$ cat src/rtl/tlptw_pkg.sv
`timescale 1ns / 1ps
// ----------------------------------------------------------------------------
// tlptw_pkg
// Shared types, codes and entry bit positions for the page table walker.
// ----------------------------------------------------------------------------
package tlptw_pkg;

	// entry bit positions
	localparam int unsigned PresentPos = 0;
	localparam int unsigned LeafPos    = 4;

	// input word kinds
	localparam logic KIND_REQUEST  = 1'b0;
	localparam logic KIND_RESPONSE = 1'b1;

	// output word kinds
	localparam logic OUT_MEM_READ = 1'b0;
	localparam logic OUT_RESULT   = 1'b1;

	typedef enum logic [1:0] {
		FLT_OK        = 2'd0,
		FLT_ABSENT    = 2'd1,
		FLT_BAD_ENTRY = 2'd2,
		FLT_DENIED    = 2'd3
	} fault_t;

	typedef enum logic [1:0] {
		PH_IDLE    = 2'd0,
		PH_WAIT_L2 = 2'd1,
		PH_WAIT_L1 = 2'd2
	} phase_t;

	// walk context carried between words
	typedef struct packed {
		phase_t      phase;
		logic [31:0] saved_address;
		logic [1:0]  saved_access;
		logic [31:0] middle_entry;
	} walk_t;

	// one output word
	typedef struct packed {
		logic        kind;
		logic [31:0] mem_addr;
		logic [31:0] phys_addr;
		fault_t      fault;
	} result_t;

	// permission bit selected by access type
	function automatic logic perm_bit(input logic [31:0] entry, input logic [1:0] sel);
		logic [3:0] low;
		low = entry[3:0];
		return low[sel];
	endfunction

	// address of entry idx in the table based at entry[31:12]
	function automatic logic [31:0] entry_addr(input logic [31:0] entry,
			input logic [9:0] idx);
		return {entry[31:12], idx, 2'b00};
	endfunction

endpackage

$ cat src/rtl/tlptw_step.sv
`timescale 1ns / 1ps
// ----------------------------------------------------------------------------
// tlptw_step
// Combinational walk step: next walk context and the output word for one
// accepted input word.
// ----------------------------------------------------------------------------
module tlptw_step import tlptw_pkg::*; (
	input  logic        kind,
	input  logic [31:0] linear_addr,
	input  logic [1:0]  access_type,
	input  logic [31:0] read_data,
	input  logic [31:0] root_entry,
	input  walk_t       walk,
	output walk_t       walk_next,
	output logic        res_valid,
	output result_t     res
);

	logic busy;
	logic perm_ok;

	assign busy = (walk.phase == PH_WAIT_L2) || (walk.phase == PH_WAIT_L1);

	// permission bit in all three entries
	assign perm_ok = perm_bit(root_entry, walk.saved_access)
		&& perm_bit(walk.middle_entry, walk.saved_access)
		&& perm_bit(read_data, walk.saved_access);

	// next walk context
	always_comb begin
		walk_next = walk;
		if (kind == KIND_REQUEST) begin
			if (!busy && root_entry[PresentPos] && !root_entry[LeafPos]) begin
				walk_next.phase         = PH_WAIT_L2;
				walk_next.saved_address = linear_addr;
				walk_next.saved_access  = access_type;
			end
		end else begin
			case (walk.phase)
				PH_WAIT_L2: begin
					if (read_data[PresentPos] && !read_data[LeafPos]) begin
						walk_next.phase        = PH_WAIT_L1;
						walk_next.middle_entry = read_data;
					end else begin
						walk_next.phase = PH_IDLE;
					end
				end
				PH_WAIT_L1: begin
					walk_next.phase = PH_IDLE;
				end
				default: begin
					walk_next.phase = walk.phase;
				end
			endcase
		end
	end

	// output word
	always_comb begin
		res_valid     = 1'b0;
		res.kind      = OUT_RESULT;
		res.mem_addr  = '0;
		res.phys_addr = '0;
		res.fault     = FLT_OK;
		if (kind == KIND_REQUEST) begin
			if (!busy) begin
				res_valid = 1'b1;
				if (!root_entry[PresentPos]) begin
					res.fault = FLT_ABSENT;
				end else if (root_entry[LeafPos]) begin
					if (root_entry[31:12] != '0) begin
						res.fault = FLT_BAD_ENTRY;
					end else begin
						res.phys_addr = linear_addr;
					end
				end else begin
					res.kind     = OUT_MEM_READ;
					res.mem_addr = entry_addr(root_entry, linear_addr[31:22]);
				end
			end
		end else begin
			case (walk.phase)
				PH_WAIT_L2: begin
					res_valid = 1'b1;
					if (!read_data[PresentPos]) begin
						res.fault = FLT_ABSENT;
					end else if (read_data[LeafPos]) begin
						if (read_data[21:12] != '0) begin
							res.fault = FLT_BAD_ENTRY;
						end else begin
							res.phys_addr = {read_data[31:22], walk.saved_address[21:0]};
						end
					end else begin
						res.kind     = OUT_MEM_READ;
						res.mem_addr = entry_addr(read_data, walk.saved_address[21:12]);
					end
				end
				PH_WAIT_L1: begin
					res_valid = 1'b1;
					if (!read_data[PresentPos]) begin
						res.fault = FLT_ABSENT;
					end else if (!perm_ok) begin
						res.fault = FLT_DENIED;
					end else begin
						res.phys_addr = {read_data[31:12], walk.saved_address[11:0]};
					end
				end
				default: begin
					res_valid = 1'b0;
				end
			endcase
		end
	end

endmodule

$ cat src/rtl/tlptw_out_reg.sv
`timescale 1ns / 1ps
// ----------------------------------------------------------------------------
// tlptw_out_reg
// Output register: holds one word until the consumer takes it, and frees
// itself in the same cycle it is drained.
// ----------------------------------------------------------------------------
module tlptw_out_reg import tlptw_pkg::*; (
	input  logic    clk,
	input  logic    arst_n,
	input  logic    load,
	input  result_t load_word,
	output logic    can_load,
	output logic    out_valid,
	input  logic    out_ready,
	output result_t word
);

	logic    valid_q;
	result_t word_q;

	assign can_load  = !valid_q || out_ready;
	assign out_valid = valid_q;
	assign word      = word_q;

	// valid flag
	always_ff @(posedge clk or negedge arst_n) begin
		if (!arst_n) begin
			valid_q <= 1'b0;
		end else if (load) begin
			valid_q <= 1'b1;
		end else if (out_ready) begin
			valid_q <= 1'b0;
		end
	end

	// payload
	always_ff @(posedge clk) begin
		if (load) begin
			word_q <= load_word;
		end
	end

endmodule

$ cat src/rtl/three_level_page_table_walker.sv
`timescale 1ns / 1ps
// ----------------------------------------------------------------------------
// three_level_page_table_walker
// Walks a root entry register and two in-memory table levels for 32-bit
// linear addresses; emits memory read requests and translation results.
// ----------------------------------------------------------------------------
// channel   direction  handshake              payload
// in        input      in_valid / in_ready    kind, linear_addr, access_type,
//                                             read_data
// out       output     out_valid / out_ready  out_kind, mem_addr, phys_addr,
//                                             fault_code
// cfg       input      cfg_we                 cfg_wdata (root_entry)
//
// One input word per cycle while in_ready is high; its output word appears
// in the next cycle, set by the single output register after the walk step.
// Reset clears the walk context, the root entry and the output valid flag.
// in_ready drops only while a held output word is not being taken.
// Words that produce no output are still accepted and consumed.
// ----------------------------------------------------------------------------
module three_level_page_table_walker import tlptw_pkg::*; (
	input  logic        clk,
	input  logic        arst_n,
	input  logic        cfg_we,
	input  logic [31:0] cfg_wdata,
	input  logic        in_valid,
	output logic        in_ready,
	input  logic        kind,
	input  logic [31:0] linear_addr,
	input  logic [1:0]  access_type,
	input  logic [31:0] read_data,
	output logic        out_valid,
	input  logic        out_ready,
	output logic        out_kind,
	output logic [31:0] mem_addr,
	output logic [31:0] phys_addr,
	output logic [1:0]  fault_code
);

	logic [31:0] root_entry_q;
	walk_t       walk_q;
	walk_t       walk_next;
	logic        res_valid;
	result_t     res;
	logic        can_load;
	logic        accept;
	result_t     out_word;

	assign in_ready = can_load;
	assign accept   = in_valid && in_ready;

	// root entry register
	always_ff @(posedge clk or negedge arst_n) begin
		if (!arst_n) begin
			root_entry_q <= '0;
		end else if (cfg_we) begin
			root_entry_q <= cfg_wdata;
		end
	end

	// walk context
	always_ff @(posedge clk or negedge arst_n) begin
		if (!arst_n) begin
			walk_q <= '{phase: PH_IDLE, saved_address: '0, saved_access: '0,
				middle_entry: '0};
		end else if (accept) begin
			walk_q <= walk_next;
		end
	end

	// walk step
	tlptw_step u_step (
		.kind        (kind),
		.linear_addr (linear_addr),
		.access_type (access_type),
		.read_data   (read_data),
		.root_entry  (root_entry_q),
		.walk        (walk_q),
		.walk_next   (walk_next),
		.res_valid   (res_valid),
		.res         (res)
	);

	// output register
	tlptw_out_reg u_out (
		.clk       (clk),
		.arst_n    (arst_n),
		.load      (accept && res_valid),
		.load_word (res),
		.can_load  (can_load),
		.out_valid (out_valid),
		.out_ready (out_ready),
		.word      (out_word)
	);

	assign out_kind   = out_word.kind;
	assign mem_addr   = out_word.mem_addr;
	assign phys_addr  = out_word.phys_addr;
	assign fault_code = out_word.fault;

endmodule
$ cat config.mk
export PLATFORM = sky130hd
export DESIGN_NAME = three_level_page_table_walker
export DESIGN_NICKNAME = d
export VERILOG_FILES = /design/src/rtl/tlptw_pkg.sv /design/src/rtl/tlptw_step.sv /design/src/rtl/tlptw_out_reg.sv /design/src/rtl/three_level_page_table_walker.sv
export SDC_FILE = /design/constraint.sdc
export NUM_CORES = 1
export LEC_CHECK = 0
export BUFFER_PORTS_ARGS = -buffer_cell sky130_fd_sc_hd__buf_2
export CORE_ASPECT_RATIO = 0.6
export CORE_MARGIN = 2
export CORE_UTILIZATION = 40
export CTS_CLUSTER_DIAMETER = 30
export CTS_CLUSTER_SIZE = 40
export DETAILED_ROUTE_END_ITERATION = 12
export PLACE_DENSITY = 0.64
export SKIP_LAST_GASP = 1
export SLEW_MARGIN = 10
export SYNTH_ARGS = -nofsm -noshare
export SYNTH_HDL_FRONTEND = slang
export SYNTH_SLANG_ARGS = --single-unit
$ cat constraint.sdc
create_clock -name clk -period 5.2 [get_ports clk]
set_input_delay 0.78 -clock clk [delete_from_list [all_inputs] [get_ports clk]]
set_output_delay 0.78 -clock clk [all_outputs]
set_load 0.03 [all_outputs]
# ---- Yosys cells after proc, flatten, opt, wreduce, memory -nomap -nowiden
# Index checks and enable logic that the tools add are counted.
dict set report totals {
  register_bits 140
  output_inout_bits 69
  word_cells 71
}
dict set report op_classes {
  order_cmp 1
  eq_ne 3
  mux 35
  bitwise 1
  n_reduce_logical 21
}
# op n
set ops {}
lappend ops {{2-to-1 mux 67 bit} 2}
lappend ops {{2-to-1 mux 65 bit} 2}
lappend ops {{2-to-1 mux 32 bit} 4}
lappend ops {{2-to-1 mux 33 bit} 3}
lappend ops {{2-to-1 mux 34 bit} 2}
lappend ops {{one-hot mux 34 bit (2 select lines)} 1}
lappend ops {{2-to-1 mux 36 bit} 1}
lappend ops {{nonzero test 20 bit} 1}
lappend ops {{2-to-1 mux 2 bit} 8}
lappend ops {{nonzero test 10 bit} 1}
lappend ops {{2-to-1 mux 1 bit} 8}
lappend ops {{logical AND 1 bit} 7}
lappend ops {{binary-select mux 1 bit (select 2 bit)} 3}
lappend ops {{AND reduction 3 bit} 2}
lappend ops {{zero test 1 bit} 4}
lappend ops {{one-hot mux 2 bit (2 select lines)} 1}
lappend ops {{AND reduction 4 bit} 1}
lappend ops {{nonzero test 2 bit} 2}
lappend ops {{< comparator 2 x 3 -> 1 bit (second input constant)} 1}
lappend ops {{inequality test 3 x 1 -> 1 bit (second input constant)} 1}
lappend ops {{== test 2 x 1 -> 1 bit (second input constant)} 1}
lappend ops {{== test 2 bit (second input constant)} 1}
lappend ops {{logical OR 1 bit} 2}
lappend ops {{OR reduction 2 bit} 1}
lappend ops {{inverter 1 bit} 1}

# ---- Depth between registers and ports, before layout
dict set report depth {
  depth_word 8
  ltp_mapped 7
  ltp_nobuf 6
}

# ---- Modules after synthesis
# A second synthesis with hierarchy kept.
dict set report unflattened {
  cells_unflattened 592
  hier_area_um2 7657.3
}
# module n_inst cells_per_inst area_each_um2
set modules_own_cells {}
lappend modules_own_cells {three_level_page_table_walker 1 213 3793.6}
lappend modules_own_cells {tlptw_out_reg 1 70 2059.5}
lappend modules_own_cells {tlptw_step 1 309 1804.2}

# ---- Least setup slack after synthesis
# Ideal clock, no wire load.
dict set report synth_path {
  kind {input to register}
  start {input port out_ready}
  end {register u_out.word_q, in the netlist u_out.word[0] (enable)}
  setup_ns 0.488
  t_arrival_ns 3.976
  required_time_ns 4.712
  slack_ns 0.736
  stages 3
  n_path_buf 0
  path_cell_list {nand2b_1 > nand2_1 > nor2_1}
}
dict set report synth_between {
  elab_chain_cells 3
}
# element line_no
set synth_rtl {}
lappend synth_rtl {{start: declaration} three_level_page_table_walker.sv:32} ;# input logic out_ready,
lappend synth_rtl {{logical OR 1 bit} tlptw_out_reg.sv:21} ;# assign can_load = !valid_q || out_ready;
lappend synth_rtl {{logical AND 1 bit} three_level_page_table_walker.sv:49} ;# assign accept = in_valid && in_ready;
lappend synth_rtl {{logical AND 1 bit} three_level_page_table_walker.sv:87} ;# .load (accept && res_valid),
lappend synth_rtl {{named net u_out.load} tlptw_out_reg.sv:10} ;# input logic load,
lappend synth_rtl {{end signal: assignment} tlptw_out_reg.sv:39} ;# word_q <= load_word;
lappend synth_rtl {{end: declaration} tlptw_out_reg.sv:19} ;# result_t word_q;
# The timed path passes the listed nets, and every way through them passes these cells.
# A chain may end at the register's enable or synchronous reset.

==> results.toml <==
[clock_network]
cts_tree = "yes"
clk-insertion-delay-late_ns = 0.40
cts.sinks = 121
cts-root-buf = "clkbuf_16"
cts_setup_buffers = 0
cts_resized = 0
hold_buffers = 0
clockBufferDepth = 2
numCtsBuffers = 17
htree_levels = 4
clkSlewWorstSetupHoldPaths_ns = 0.06

[worst_setup_path]
critPathLaunchType = "register"
end_kind = "register"
critPathMaxFanout = 22
crit_type = "register to register"
crit_arrival_ns = 3.38
cp_data_required_time_ns = 5.46

[global_routing]
globalRouteMet1Util = 0.256
grt_pass1_vias = 3656
grt_usage = 0.190
gr-usage-met2 = 0.286
grt_pass1_wl_um = 19500
grt_overflow = 0
use_met3 = 0.0667
busiest_layer = "met2"
grt_max_degree = 57
antenna_found_initial = 1

[place]
dp_hpwl_um = 8860
portBuffers = 156
gp_congestion = 0.829
dp.cells = 650

[logic_synthesis]
synth_area_per_cell_sq_um = 15.2
syn_area_sq_um = 5150
ys_ff_latch = 121
synth_ff_type = "edfxtp_1"
synth_cells = 339
synth_seq_area_share = 0.652
yosysUniqueCellTypes = 38
synth_edf_count = 65
yosysWarningCount = 0
async_reset_ff_frac = 0.463

[final_layout]
drive_gt1_frac = 0.463
diodes = 0
n_fill_cell = 1114
stdcell_count = 682
nets = 605
syn_to_final_growth_pct = 30.9

[floorplanning]
fp.dieArea_sq_um = 13800
initial_utilization = 0.405
ios = 173
rows = 32
fp.dieW_um = 150
die_height_um = 91.9
coreArea_sq_um = 12700

[sta]
holdWs_ns = 0.469
fmax_mhz = 320
rsz0062_at_grt = "false"
finalHoldViolations = 0
min_period_ns = 3.12
max_slew_margin = 0.208
fin_skew_ns = 0.00856
worstMarginPinSlew_ns = 1.18
maxSlewViolCount = 0
finalSetupViolations = 0
post-route-period-util = 0.601
tns_ns = 0

[detailed_routing]
ant_nets = 0
drt-total-wl_um = 12700
dr.pass1.iters = 4
drc = 0
via_per_inst = 5.20
first_iter_violations = 212
dr_total_vias = 3548
post_drt_wl_per_cell_um = 18.7

[pwr]
power_uw = 3750
ir_drop_uv = 281
power.leakage_uw = 0.00295
power.density_nw_per_um2 = 556

[outcome]
status = "complete, no violations"

[min_path]
hold_class = "register to register"

[job]
cap_violations = 0
[path summary, 6_finish.rpt]
path                               endpoint  depth (start not counted)  startpoint  slack, ns
setup / recovery             u_out.word[32]                          6  walk_q[66]       2.08
hold / removal                    walk_q[0]                          1   walk_q[0]       0.47
setup reg to reg             u_out.word[32]                          6  walk_q[66]       2.08
hold reg to reg                   walk_q[0]                          1   walk_q[0]       0.47
max in group asynchronous  root_entry_q[25]                          2      arst_n       4.15
min in group asynchronous        walk_q[36]                          2      arst_n       0.52
[report_power, final]
part           internal [uW]  leakage, uW  switching, uW  total (uW)
Clock                    874     0.000308            416        1290
Sequential              1360      0.00130            140        1500
Combinational            320      0.00134            634         953
[synth_stat cells (3+ instances only)]
| master | n | area [sq um] |
|---|---|---|
| nor4_1 | 7 | 43.8 |
| buf_2 | 4 | 20.0 |
| edfxtp_1 | 65 | 1950 |
| o21ai_0 | 5 | 25.0 |
| buf_4 | 6 | 45.0 |
| nand2_1 | 8 | 30.0 |
| clkbuf_1 | 8 | 30.0 |
| mux2_4 | 10 | 150 |
| nand3_1 | 3 | 15.0 |
| a22o_1 | 52 | 455 |
| mux2_2 | 31 | 349 |
| nor2_1 | 6 | 22.5 |
| mux2_1 | 12 | 135 |
| nand2b_1 | 3 | 18.8 |
| inv_1 | 13 | 48.8 |
| dfrtp_1 | 56 | 1400 |
| and4b_1 | 3 | 30.0 |
| nor3_1 | 13 | 65.1 |
| a221o_1 | 10 | 100 |
[per-stage QoR]
| stage | util | worst slack, ns | instance area [sq um] |
|---|---|---|---|
| detailed placement | 0.479 | 1.86 | 6080 |
| global placement | 0.479 | 1.93 | 6080 |
| CTS | 0.531 | 2.10 | 6730 |
| finish | 0.531 | 2.08 | 6730 |
| global route | 0.531 | 1.89 | 6730 |
| floorplan | - | 0.736 | 5150 |
[sequential cells by signal, summed over array words and instances (netlist names)]
| register | cells |
|---|---|
| root_entry_q | 25 |
| walk_q | 30 |
| u_out.out_valid | 1 |
| u_out.word | 65 |
[area by class of cell]
cell class	instances	area, sq um	area share
Sequential cell	121	3350	0.498
Multi-Input combinational cell	185	1650	0.245
Timing Repair Buffer	161	818	0.122
Clock buffer	20	457	0.0678
Tap cell	170	213	0.0316
Clock inverter	12	198	0.0294
Inverter	13	48.8	0.00725
[routing by layer]
metal  wire (um)  part of all wire
met4         155             0.012
met1        5700              0.45
met3        1180             0.093
met2        5680              0.45
met5          13            0.0010
[critical path, cell delays in order, from the launching register on]
cell and delay (ns):
dfrtp_1 0.36, inv_1 0.05, ha_1 0.39, and2b_1 0.27, nand4_1 0.50, o211ai_2 1.14
a22o_1 0.26
[placed cells by master, fill, tap and decap left out, drive strengths merged]
cell,count
nand4b,1
nand2b,3
nand2,9
nand3,3
a22o,52
and2b,1
and4b,3
o21ai,5
bufinv,5
o211ai,3
nand4,1
a221o,10
buf,161
o221ai,1
and4,2
nor3b,1
mux2,53
dfrtp,56
edfxtp,65
clkbuf,20
nor4,7
xnor2,1
and2,1
nor2,6
inv,13
conb,2
o21a,1
clkinv,4
nor3,15
ha,2
clkinvlp,3
a21oi,2
[kinds of logic after synthesis]
family / after synthesis / share of synthesized area
AOI/OAI and AO/OA: 74 / 0.123
xor gates and xnor gates: 1 / 0.00170
adders and majority gates: 2 / 0.00486
buffers and inverters: 34 / 0.0331
DFF: 121 / 0.652
muxes: 53 / 0.123
other: 1 / 0.000729
and+or+nand+nor: 53 / 0.0615
(Power assumes the default switching activity.)
